### src/rtl/mouse_look_direction_defines.svh
// Assertion macros for the mouse-look direction RTL, used by mld_back.
`ifndef MOUSE_LOOK_DIRECTION_DEFINES_SVH
`define MOUSE_LOOK_DIRECTION_DEFINES_SVH

// Check a condition at every clock edge outside reset.
`define MLD_ASSERT_ALWAYS(lbl, cond, msg) \
  lbl: assert property (@(posedge clk) disable iff (rst) (cond)) else $error(msg);

// Check that a consequent holds in the cycle of its antecedent.
`define MLD_ASSERT_IMPLY(lbl, ante, cons, msg) \
  lbl: assert property (@(posedge clk) disable iff (rst) (ante) |-> (cons)) else $error(msg);

`endif

### src/rtl/mld_pkg.sv
// Types, constants and trigonometry helpers of the mouse-look direction block.
package mld_pkg;

  // Register indexes on the configuration port
  localparam logic REG_SENSITIVITY = 1'b0;

  localparam logic [3:0] SENS_RESET    = 4'd2;
  localparam int unsigned PREV_RESET   = 387;
  localparam logic [8:0] HEADING_RESET = 9'd270;
  localparam logic signed [7:0] ELEV_RESET = 8'sd90;

  localparam int unsigned DEG_90   = 90;
  localparam int unsigned DEG_180  = 180;
  localparam int unsigned DEG_270  = 270;
  localparam int unsigned DEG_360  = 360;
  localparam int unsigned ELEV_MAX = 89;

  // floor(2^24 / 360): quotient estimate is exact or one short
  localparam int unsigned RECIP_M     = 46603;
  localparam int unsigned RECIP_SHIFT = 24;

  localparam int unsigned Q_FRAC     = 14;
  localparam int unsigned ROUND_HALF = 8192;

  localparam int unsigned QUEUE_DEPTH = 4;
  localparam int unsigned QUEUE_PTR_W = 2;

  // round(16384 * sin(d degrees)), d = 0..90
  localparam logic [14:0] SINE_Q14 [0:90] = '{
    15'd0,     15'd286,   15'd572,   15'd857,   15'd1143,  15'd1428,  15'd1713,
    15'd1997,  15'd2280,  15'd2563,  15'd2845,  15'd3126,  15'd3406,  15'd3686,
    15'd3964,  15'd4240,  15'd4516,  15'd4790,  15'd5063,  15'd5334,  15'd5604,
    15'd5872,  15'd6138,  15'd6402,  15'd6664,  15'd6924,  15'd7182,  15'd7438,
    15'd7692,  15'd7943,  15'd8192,  15'd8438,  15'd8682,  15'd8923,  15'd9162,
    15'd9397,  15'd9630,  15'd9860,  15'd10087, 15'd10311, 15'd10531, 15'd10749,
    15'd10963, 15'd11174, 15'd11381, 15'd11585, 15'd11786, 15'd11982, 15'd12176,
    15'd12365, 15'd12551, 15'd12733, 15'd12911, 15'd13085, 15'd13255, 15'd13421,
    15'd13583, 15'd13741, 15'd13894, 15'd14044, 15'd14189, 15'd14330, 15'd14466,
    15'd14598, 15'd14726, 15'd14849, 15'd14968, 15'd15082, 15'd15191, 15'd15296,
    15'd15396, 15'd15491, 15'd15582, 15'd15668, 15'd15749, 15'd15826, 15'd15897,
    15'd15964, 15'd16026, 15'd16083, 15'd16135, 15'd16182, 15'd16225, 15'd16262,
    15'd16294, 15'd16322, 15'd16344, 15'd16362, 15'd16374, 15'd16382, 15'd16384
  };

  // Sign and magnitude of a Q2.14 value
  typedef struct packed {
    logic        neg;
    logic [14:0] mag;
  } sm_t;

  // One result word
  typedef struct packed {
    logic signed [7:0]  elevation_deg;
    logic [8:0]         heading_deg;
    logic signed [15:0] dir_z;
    logic signed [15:0] dir_y;
    logic signed [15:0] dir_x;
  } result_t;

  function automatic logic [14:0] sine_lookup(input logic [6:0] idx);
    logic [14:0] v;
    v = (idx > 7'(DEG_90)) ? 15'd0 : SINE_Q14[idx];
    return v;
  endfunction

  // Sine of a heading 0..359, folded onto the first quadrant
  function automatic sm_t sin_of(input logic [8:0] h);
    sm_t        s;
    logic [8:0] idx;
    if (h < 9'(DEG_90)) begin
      idx = h;
      s.neg = 1'b0;
    end else if (h < 9'(DEG_180)) begin
      idx = 9'(DEG_180) - h;
      s.neg = 1'b0;
    end else if (h < 9'(DEG_270)) begin
      idx = h - 9'(DEG_180);
      s.neg = 1'b1;
    end else begin
      idx = 9'(DEG_360) - h;
      s.neg = 1'b1;
    end
    s.mag = sine_lookup(idx[6:0]);
    return s;
  endfunction

endpackage

### src/rtl/mld_front.sv
// Input side: track the previous cursor position and form raw movements.
module mld_front import mld_pkg::*; #(
  parameter int COORD_BITS = 12
) (
  input  logic                     clk,
  input  logic                     rst,
  input  logic                     in_valid,
  output logic                     in_ready,
  input  logic [COORD_BITS-1:0]    cursor_x,
  input  logic [COORD_BITS-1:0]    cursor_y,
  input  logic                     queue_full,
  output logic                     push,
  output logic [2*COORD_BITS+1:0]  push_data      // dx low, dy high
);

  logic                  awaiting_first;
  logic [COORD_BITS-1:0] prev_x;
  logic [COORD_BITS-1:0] prev_y;
  logic [COORD_BITS-1:0] ref_x;
  logic [COORD_BITS-1:0] ref_y;
  logic signed [COORD_BITS:0] dx;
  logic signed [COORD_BITS:0] dy;

  assign in_ready = !queue_full;
  assign push     = in_valid && in_ready;

  // First word seeds the reference, so both movements are zero
  assign ref_x = awaiting_first ? cursor_x : prev_x;
  assign ref_y = awaiting_first ? cursor_y : prev_y;
  assign dx = $signed({1'b0, cursor_x}) - $signed({1'b0, ref_x});
  assign dy = $signed({1'b0, ref_y}) - $signed({1'b0, cursor_y});
  assign push_data = {dy, dx};

  always_ff @(posedge clk) begin
    if (rst) begin
      awaiting_first <= 1'b1;
      prev_x <= COORD_BITS'(PREV_RESET);
      prev_y <= COORD_BITS'(PREV_RESET);
    end else if (push) begin
      awaiting_first <= 1'b0;
      prev_x <= cursor_x;
      prev_y <= cursor_y;
    end
  end

endmodule

### src/rtl/mld_queue.sv
// Short first-in first-out queue between the input and the angle pipeline.
module mld_queue import mld_pkg::*; #(
  parameter int WIDTH = 26
) (
  input  logic             clk,
  input  logic             rst,
  input  logic             push,
  input  logic [WIDTH-1:0] push_data,
  output logic             full,
  input  logic             pop,
  output logic             valid,
  output logic [WIDTH-1:0] data
);

  logic [WIDTH-1:0]       mem [QUEUE_DEPTH];
  logic [QUEUE_PTR_W-1:0] wr_ptr;
  logic [QUEUE_PTR_W-1:0] rd_ptr;
  logic [QUEUE_PTR_W:0]   count;
  logic                   do_pop;

  assign full   = (count == (QUEUE_PTR_W+1)'(QUEUE_DEPTH));
  assign valid  = (count != '0);
  assign data   = mem[rd_ptr];
  assign do_pop = pop && valid;

  always_ff @(posedge clk) begin
    if (push) begin
      mem[wr_ptr] <= push_data;
    end
  end

  always_ff @(posedge clk) begin
    if (rst) begin
      wr_ptr <= '0;
      rd_ptr <= '0;
      count  <= '0;
    end else begin
      if (push) begin
        wr_ptr <= wr_ptr + 1'b1;
      end
      if (do_pop) begin
        rd_ptr <= rd_ptr + 1'b1;
      end
      if (push && !do_pop) begin
        count <= count + 1'b1;
      end else if (!push && do_pop) begin
        count <= count - 1'b1;
      end
    end
  end

endmodule

### src/rtl/mld_back.sv
// Angle pipeline: scale, wrap, clamp, look up sines and form the direction.
module mld_back import mld_pkg::*; #(
  parameter int COORD_BITS = 12
) (
  input  logic                    clk,
  input  logic                    rst,
  input  logic [3:0]              sensitivity,
  input  logic                    q_valid,
  input  logic [2*COORD_BITS+1:0] q_data,
  output logic                    pop,
  output logic                    out_valid,
  input  logic                    out_ready,
  output result_t                 out_word
);

`include "mouse_look_direction_defines.svh"

  localparam int DW    = COORD_BITS + 1;   // raw movement
  localparam int PW    = COORD_BITS + 5;   // scaled movement, signed
  localparam int MAG_W = COORD_BITS + 4;   // scaled magnitude
  localparam int QW    = COORD_BITS - 4;   // quotient by 360
  localparam int EW    = PW + 1;           // elevation sum

  logic [7:0] vld;
  logic       adv;

  // stage 1: scale
  logic signed [DW-1:0] dx_c;
  logic signed [DW-1:0] dy_c;
  logic signed [PW-1:0] px_c;
  logic [MAG_W-1:0]     mag1;
  logic                 neg1;
  logic signed [PW-1:0] py1;
  // stage 2: quotient estimate
  logic [MAG_W+15:0]    prod_c;
  logic [QW-1:0]        q2;
  logic [MAG_W-1:0]     mag2;
  logic                 neg2;
  logic signed [PW-1:0] py2;
  // stage 3: raw remainder
  logic [MAG_W-1:0]     r0_c;
  logic [9:0]           r3;
  logic                 neg3;
  logic signed [PW-1:0] py3;
  // stage 4: signed heading step
  logic [8:0]           rfix_c;
  logic signed [9:0]    sr4;
  logic signed [PW-1:0] py4;
  // stage 5: angle state
  logic [8:0]           heading;
  logic [8:0]           heading_next;
  logic signed [7:0]    elevation;
  logic signed [7:0]    elevation_next;
  logic signed [10:0]   hsum_c;
  logic signed [EW-1:0] esum_c;
  // stage 6: table look-ups
  logic [8:0]           hcos_c;
  logic [6:0]           eabs_c;
  sm_t                  sh6;
  sm_t                  ch6;
  logic [14:0]          ce6;
  logic signed [15:0]   se6;
  logic [8:0]           h6;
  logic signed [7:0]    e6;
  // stage 7: products
  logic [29:0]          mx_c;
  logic [29:0]          mz_c;
  sm_t                  mx7;
  sm_t                  mz7;
  logic signed [15:0]   se7;
  logic [8:0]           h7;
  logic signed [7:0]    e7;

  // Advance the whole pipeline unless the output word is held
  assign adv       = !vld[7] || out_ready;
  assign pop       = adv;
  assign out_valid = vld[7];

  always_ff @(posedge clk) begin
    if (rst) begin
      vld <= '0;
    end else if (adv) begin
      vld <= {vld[6:0], q_valid};
    end
  end

  assign dx_c = q_data[DW-1:0];
  assign dy_c = q_data[2*DW-1:DW];
  assign px_c = PW'($signed(dx_c) * $signed({1'b0, sensitivity}));

  assign prod_c = (MAG_W+16)'(mag1) * (MAG_W+16)'(RECIP_M);
  assign r0_c   = mag2 - MAG_W'(q2) * MAG_W'(DEG_360);
  assign rfix_c = (r3 >= 10'(DEG_360)) ? 9'(r3 - 10'(DEG_360)) : r3[8:0];

  always_ff @(posedge clk) begin
    if (adv) begin
      neg1 <= px_c[PW-1];
      mag1 <= px_c[PW-1] ? MAG_W'(-px_c) : MAG_W'(px_c);
      py1  <= PW'($signed(dy_c) * $signed({1'b0, sensitivity}));

      q2   <= prod_c[RECIP_SHIFT +: QW];
      mag2 <= mag1;
      neg2 <= neg1;
      py2  <= py1;

      r3   <= r0_c[9:0];
      neg3 <= neg2;
      py3  <= py2;

      sr4  <= neg3 ? -$signed({1'b0, rfix_c}) : $signed({1'b0, rfix_c});
      py4  <= py3;
    end
  end

  // Wrap the heading into 0..359 and clamp the elevation to +/-89
  always_comb begin
    hsum_c = $signed({2'b00, heading}) + $signed({sr4[9], sr4});
    if (hsum_c < 0) begin
      heading_next = 9'(hsum_c + 11'sd360);
    end else if (hsum_c >= 11'sd360) begin
      heading_next = 9'(hsum_c - 11'sd360);
    end else begin
      heading_next = hsum_c[8:0];
    end
    esum_c = $signed({{(EW-8){elevation[7]}}, elevation}) + $signed({py4[PW-1], py4});
    if (esum_c > $signed(EW'(ELEV_MAX))) begin
      elevation_next = 8'(ELEV_MAX);
    end else if (esum_c < -$signed(EW'(ELEV_MAX))) begin
      elevation_next = -8'sd89;
    end else begin
      elevation_next = esum_c[7:0];
    end
  end

  always_ff @(posedge clk) begin
    if (rst) begin
      heading   <= HEADING_RESET;
      elevation <= ELEV_RESET;
    end else if (adv && vld[3]) begin
      heading   <= heading_next;
      elevation <= elevation_next;
    end
  end

  assign hcos_c = (heading >= 9'(DEG_270)) ? heading - 9'(DEG_270) : heading + 9'(DEG_90);
  assign eabs_c = elevation[7] ? 7'(-elevation) : elevation[6:0];

  always_ff @(posedge clk) begin
    if (adv) begin
      sh6 <= sin_of(heading);
      ch6 <= sin_of(hcos_c);
      ce6 <= sine_lookup(7'(DEG_90) - eabs_c);
      se6 <= elevation[7] ? -$signed({1'b0, sine_lookup(eabs_c)})
                          : $signed({1'b0, sine_lookup(eabs_c)});
      h6  <= heading;
      e6  <= elevation;
    end
  end

  // Round magnitudes half up, apply the sign afterwards
  assign mx_c = 30'(ch6.mag) * 30'(ce6) + 30'(ROUND_HALF);
  assign mz_c = 30'(sh6.mag) * 30'(ce6) + 30'(ROUND_HALF);

  always_ff @(posedge clk) begin
    if (adv) begin
      mx7.neg <= ch6.neg;
      mx7.mag <= mx_c[Q_FRAC +: 15];
      mz7.neg <= sh6.neg;
      mz7.mag <= mz_c[Q_FRAC +: 15];
      se7 <= se6;
      h7  <= h6;
      e7  <= e6;

      out_word.dir_x <= mx7.neg ? -$signed({1'b0, mx7.mag}) : $signed({1'b0, mx7.mag});
      out_word.dir_z <= mz7.neg ? -$signed({1'b0, mz7.mag}) : $signed({1'b0, mz7.mag});
      out_word.dir_y <= se7;
      out_word.heading_deg   <= h7;
      out_word.elevation_deg <= e7;
    end
  end

  `MLD_ASSERT_ALWAYS(a_heading_range, heading < 9'(DEG_360), "heading left 0..359")
  `MLD_ASSERT_IMPLY(a_elev_clamped, vld[4], (elevation <= 8'sd89) && (elevation >= -8'sd89),
    "elevation not clamped after update")
  `MLD_ASSERT_IMPLY(a_step_range, vld[3], (sr4 < 10'sd360) && (sr4 > -10'sd360),
    "heading step out of range")

endmodule

### src/rtl/mouse_look_direction.sv
// Top level of the mouse-look view direction block.
//
// Usage: each word on the slave stream is one cursor position (tdata: cursor_x
// low, cursor_y above). The first word after reset only seeds the previous
// position. Each word turns the heading by dx times the sensitivity (wrapped
// to 0..359) and the elevation by the upward movement times the sensitivity
// (clamped to -89..89), then gives one master word: a unit view direction in
// Q2.14 with the heading and elevation in whole degrees.
// Throughput: one word per cycle while m_tready does not stall the pipeline;
// every stage of the angle pipeline and the queue in front of it is fully
// pipelined, the only loop being the heading and elevation update.
// A 4-word queue separates the input side from the pipeline, so s_tready
// stays high while the master side stalls until the queue fills.
// When m_tvalid is high and m_tready low, the whole pipeline holds and m_tdata stays stable.
// Reset: sensitivity 2, heading 270, elevation 90 (clamped to 89 on the first
// word), queue and pipeline empty. Sensitivity lives at byte address 0 on APB;
// the user writes it only while the block is idle; the block does not check.
module mouse_look_direction import mld_pkg::*; #(
  parameter  int COORD_BITS = 12,
  localparam int S_TDATA_W  = ((2 * COORD_BITS + 7) / 8) * 8
) (
  input  logic                 clk,
  input  logic                 rst,
  // APB configuration port
  input  logic                 psel,
  input  logic                 penable,
  input  logic                 pwrite,
  input  logic [2:0]           paddr,
  input  logic [31:0]          pwdata,
  output logic [31:0]          prdata,
  output logic                 pready,
  // slave stream
  input  logic                 s_tvalid,
  output logic                 s_tready,
  input  logic [S_TDATA_W-1:0] s_tdata,   // cursor_x, cursor_y, zero pad
  // master stream
  output logic                 m_tvalid,
  input  logic                 m_tready,
  output logic [71:0]          m_tdata    // dir_x, dir_y, dir_z, heading_deg,
                                          // elevation_deg, zero pad
);

  localparam int QW_DATA = 2 * (COORD_BITS + 1);

  logic [3:0]         sensitivity;
  logic               cfg_write;
  logic               queue_full;
  logic               push;
  logic [QW_DATA-1:0] push_data;
  logic               q_valid;
  logic [QW_DATA-1:0] q_data;
  logic               pop;
  result_t            out_word;

  // Configuration: accept every access at once, keep the low 4 bits
  assign pready    = 1'b1;
  assign cfg_write = psel && penable && pwrite && pready;

  always_ff @(posedge clk) begin
    if (rst) begin
      sensitivity <= SENS_RESET;
    end else if (cfg_write && (paddr[2] == REG_SENSITIVITY)) begin
      sensitivity <= pwdata[3:0];
    end
  end

  assign prdata = (paddr[2] == REG_SENSITIVITY) ? {28'd0, sensitivity} : 32'd0;

  // Front: seed and difference cursor positions
  mld_front #(
    .COORD_BITS (COORD_BITS)
  ) u_front (
    .clk        (clk),
    .rst        (rst),
    .in_valid   (s_tvalid),
    .in_ready   (s_tready),
    .cursor_x   (s_tdata[COORD_BITS-1:0]),
    .cursor_y   (s_tdata[2*COORD_BITS-1:COORD_BITS]),
    .queue_full (queue_full),
    .push       (push),
    .push_data  (push_data)
  );

  // Decouple the two sides
  mld_queue #(
    .WIDTH (QW_DATA)
  ) u_queue (
    .clk       (clk),
    .rst       (rst),
    .push      (push),
    .push_data (push_data),
    .full      (queue_full),
    .pop       (pop),
    .valid     (q_valid),
    .data      (q_data)
  );

  // Back: angle update and direction
  mld_back #(
    .COORD_BITS (COORD_BITS)
  ) u_back (
    .clk         (clk),
    .rst         (rst),
    .sensitivity (sensitivity),
    .q_valid     (q_valid),
    .q_data      (q_data),
    .pop         (pop),
    .out_valid   (m_tvalid),
    .out_ready   (m_tready),
    .out_word    (out_word)
  );

  // Pad the 65-bit result to whole bytes
  assign m_tdata = {7'd0, out_word};

endmodule

### config.mk
export PLATFORM = sky130hd
export DESIGN_NAME = mouse_look_direction
export DESIGN_NICKNAME = d
export VERILOG_FILES = /design/src/rtl/mld_pkg.sv /design/src/rtl/mld_front.sv /design/src/rtl/mld_queue.sv /design/src/rtl/mld_back.sv /design/src/rtl/mouse_look_direction.sv
export VERILOG_INCLUDE_DIRS = /design/src /design/src/rtl
export SDC_FILE = /design/constraint.sdc
export NUM_CORES = 2
export LEC_CHECK = 0
export BUFFER_PORTS_ARGS = -buffer_cell sky130_fd_sc_hd__buf_2
export CAP_MARGIN = 20
export CELL_PAD_IN_SITES_DETAIL_PLACEMENT = 1
export CELL_PAD_IN_SITES_GLOBAL_PLACEMENT = 1
export CORE_ASPECT_RATIO = 1.2
export CORE_MARGIN = 10
export CORE_UTILIZATION = 40
export DETAILED_ROUTE_END_ITERATION = 12
export GPL_ROUTABILITY_DRIVEN = 0
export GPL_TIMING_DRIVEN = 1
export PLACE_DENSITY = 0.77
export SLEW_MARGIN = 20
export SYNTH_ARGS = -nofsm -noshare
export SYNTH_HDL_FRONTEND = slang
export SYNTH_SLANG_ARGS = --single-unit
### constraint.sdc
create_clock -name clk -period 15.27 [get_ports clk]
set_input_delay 3.054 -clock clk [delete_from_list [all_inputs] [get_ports clk]]
set_output_delay 3.054 -clock clk [all_outputs]
set_load 0.02 [all_outputs]
==> run_results.csv <==
group,metric,value,unit
outcome,status,"finished clean",
setup_path,crit_end,"u_back.mx7[13]",
clock_network,clock_sinks,501,
floorplan,io-pin-count,173,
yosys,synth_edf_count,438,
clock_network,clock_latency,0.69,ns
clock_network,cts-root-buf,"clkbuf_16",
yosys,syn_avg_cell_area,9.62,um^2
floorplan,core,125000,um^2
placement,numPortBuffers,106,
yosys,yosys.area.top_type,"edfxtp_1",
sta,clock_skew,0.0580,ns
placement,dp_hpwl,97800,um
clock_network,hold_buffers,0,
floorplan,die_w,344,um
clock_network,clock_path_buffers,3,
run,max_cap_viol_count,0,
final_layout,final_nets,6225,
yosys,yosys-top-cells-count,"752 x inv_1, 626 x nand2_1, 499 x ha_1, 463 x fa_1, 438 x edfxtp_1",
floorplan,start_util,40.3,%
sta,worst_pin_slew,1.15,ns
setup_path,critPathMaxFanout,30,
setup_path,reg2reg_slack,7.44,ns
drt,route.detailed.drc,0,
drt,wirelength,132000,um
global_routing,antenna_found_initial,1,
sta,post-route-period-util,51.3,%
drt,avgRoutedWirePerCell,19.2,um
setup_path,ff2ff_path_depth,21,
global_routing,grt_pass1_vias,41700,
yosys,seq_area_frac_synth,28.6,%
sta,fin_crit,7.83,ns
yosys,synth_ff_type,"edfxtp_1",
yosys,synth_area_leaders,"edfxtp_1 26%, fa_1 18%, ha_1 12%",
drt,drt_iter0_markers,2486,
setup_path,required,15.65,ns
clock_network,cts_resized,0,
floorplan,die_h,409,um
sta,max-slew-margin-rel,23.1,%
drt,vias_per_cell,5.47,
yosys,ys_seq_elements,501,
sta,hold_violations,0,
drt,vias,37700,
sta,setup-tns-final,0,ns
setup_path,endpoint_kind,"register",
yosys,yosysMostFrequentCell,"inv_1",
clock_network,post_cts_buffers,0,
final_layout,syn_to_final_growth,8.04,%
yosys,mappedNetlistArea,50300,um^2
clock_network,numCtsBuffers,57,
floorplan,core.rowCount,142,
sta,setup_viol,0,
global_routing,track_usage,18.8,%
yosys,yosysWarnings,0,
sta,rsz0062_at_grt,"no",
sta,final-max-slew-violation-count,0,
clock_network,htree_levels,2,
yosys,synth_cells,5231,
setup_path,r2r-end,"u_back.mx7[13]",
global_routing,overflow,0,
drt,final_antenna_net_count,0,
yosys,yosysTopAreaCellShare,26.1,%
drt,drt-pass1-iter-count,5,
setup_path,startpoint,"u_back.ce6[5]",
setup_path,worstPathArrival,8.21,ns
clock_network,path_clk_slew,0.06,ns
global_routing,grt_start_max_net_pins,158,
sta,max_freq,128,MHz
setup_path,crit_type,"reg2reg",
yosys,async_flop_share,0,%
setup_path,cp-start-kind,"register",
yosys,synth_cell_types,98,
clock_network,tritoncts,"yes",
global_routing,grt_pass1_wl,218000,um
setup_path,r2r-start,"u_back.ce6[5]",
floorplan,dieArea,140000,um^2
min_path,hp-class,"reg2reg",
final_layout,drive_gt1_share,7.15,%
final_layout,diodes,0,
[registers in the layout, summed over array words and instances (netlist names), 12 cells and up, named ones only]
name             count
u_back.se7          16
u_front.prev_y      12
u_back.py1          17
u_back.ch6          16
u_back.py3          17
u_back.mz7          16
u_back.py2          17
u_back.sh6          16
u_queue.mem        104
u_back.py4          17
u_back.mx7          16
u_back.mag1         16
u_back.out_word     65
u_back.se6          16
u_back.ce6          15
u_front.prev_x      12
[area by class of cell]
type / instances / area (um^2)
clock buffers: 66 / 1460
well taps: 1656 / 2070
flip-flops and latches: 501 / 14400
multi-input cells: 3700 / 32000
inverters: 759 / 2860
clock inverters: 38 / 508
fillers: 14200 / 70500
repair buffers: 178 / 1080
[cell families (layout without fill, tap and decap cells)]
family | count (synthesis) | count (layout) | share of synthesized area [%]
compound gates | 950 | 950 | 12.3
xor+xnor | 220 | 220 | 3.84
fa+ha+maj | 962 | 962 | 30.8
buf+inv | 1064 | 1041 | 8.32
flops | 501 | 501 | 28.6
mux | 76 | 76 | 2.40
other cells | 2 | 36 | 0.0149
simple gates | 1456 | 1456 | 13.7
[how the worst min path moves through the flow]
stage | start | to | cells past startpoint
after floorplan | u_back.e6[0] | u_back.e7[0] | 0
after global placement | u_back.py2[2] | u_back.py3[2] | 0
after detailed placement | u_back.e6[7] | u_back.e7[7] | 0
after CTS | u_back.neg1 | u_back.neg2 | 0
after global routing | u_back.neg1 | u_back.neg2 | 0
final | u_back.neg1 | u_back.neg2 | 0
[placed cells by master, fill, tap and decap left out, drive strengths merged, types with 47 or more instances in the layout]
cell	count
inv	762
nand3	59
xnor2	157
ha	499
edfxtp	438
a21o	49
and2	279
fa	463
clkbuf	66
a31oi	49
dfxtp	63
a21oi	227
nor3	73
o211ai	57
buf	178
nor2	234
a211oi	47
o21ai	234
nand2	628
xor2	63
[layer usage]
metal  track usage [%]  vias to the layer above  part of all wire (%)
met5                 0                        -                     0
met4              6.73                        0                   3.7
met3              2.05                      302                   3.8
met2              35.1                      858                    53
met1              21.8                    19100                    39
li1                  -                    17500                     -
[through the flow]
stage	worst slack, ns	area (um^2)	hold WS [ns]	util, %	cells
detailed placement	7.20	52400	0.405	41.9	6794
finish	7.44	54400	0.403	43.5	6898
global placement	7.48	52400	0.400	41.9	6794
CTS	7.18	54400	0.399	43.5	6898
global route	6.87	54400	0.396	43.5	6898
floorplan	1.97	50400	0.400	-	5265
[critical path, stage by stage, from the launching register on]
cell,delay [ns]
edfxtp_1,0.81
and2_1,0.38
fa_1,0.50
inv_1,0.05
fa_1,0.47
inv_1,0.06
fa_1,0.51
inv_1,0.06
fa_1,0.53
inv_1,0.05
fa_1,0.50
fa_1,0.43
ha_1,0.21
a2111oi_0,0.85
nor3_1,0.24
or3_1,0.49
a31oi_1,0.37
o21ai_0,0.22
a21oi_1,0.33
o21bai_1,0.14
a211oi_1,0.24
nor2_1,0.07
Power is left out: the tool's default activity adds up to more than one toggle a clock period on the data nets, which glitch-free logic cannot reach.
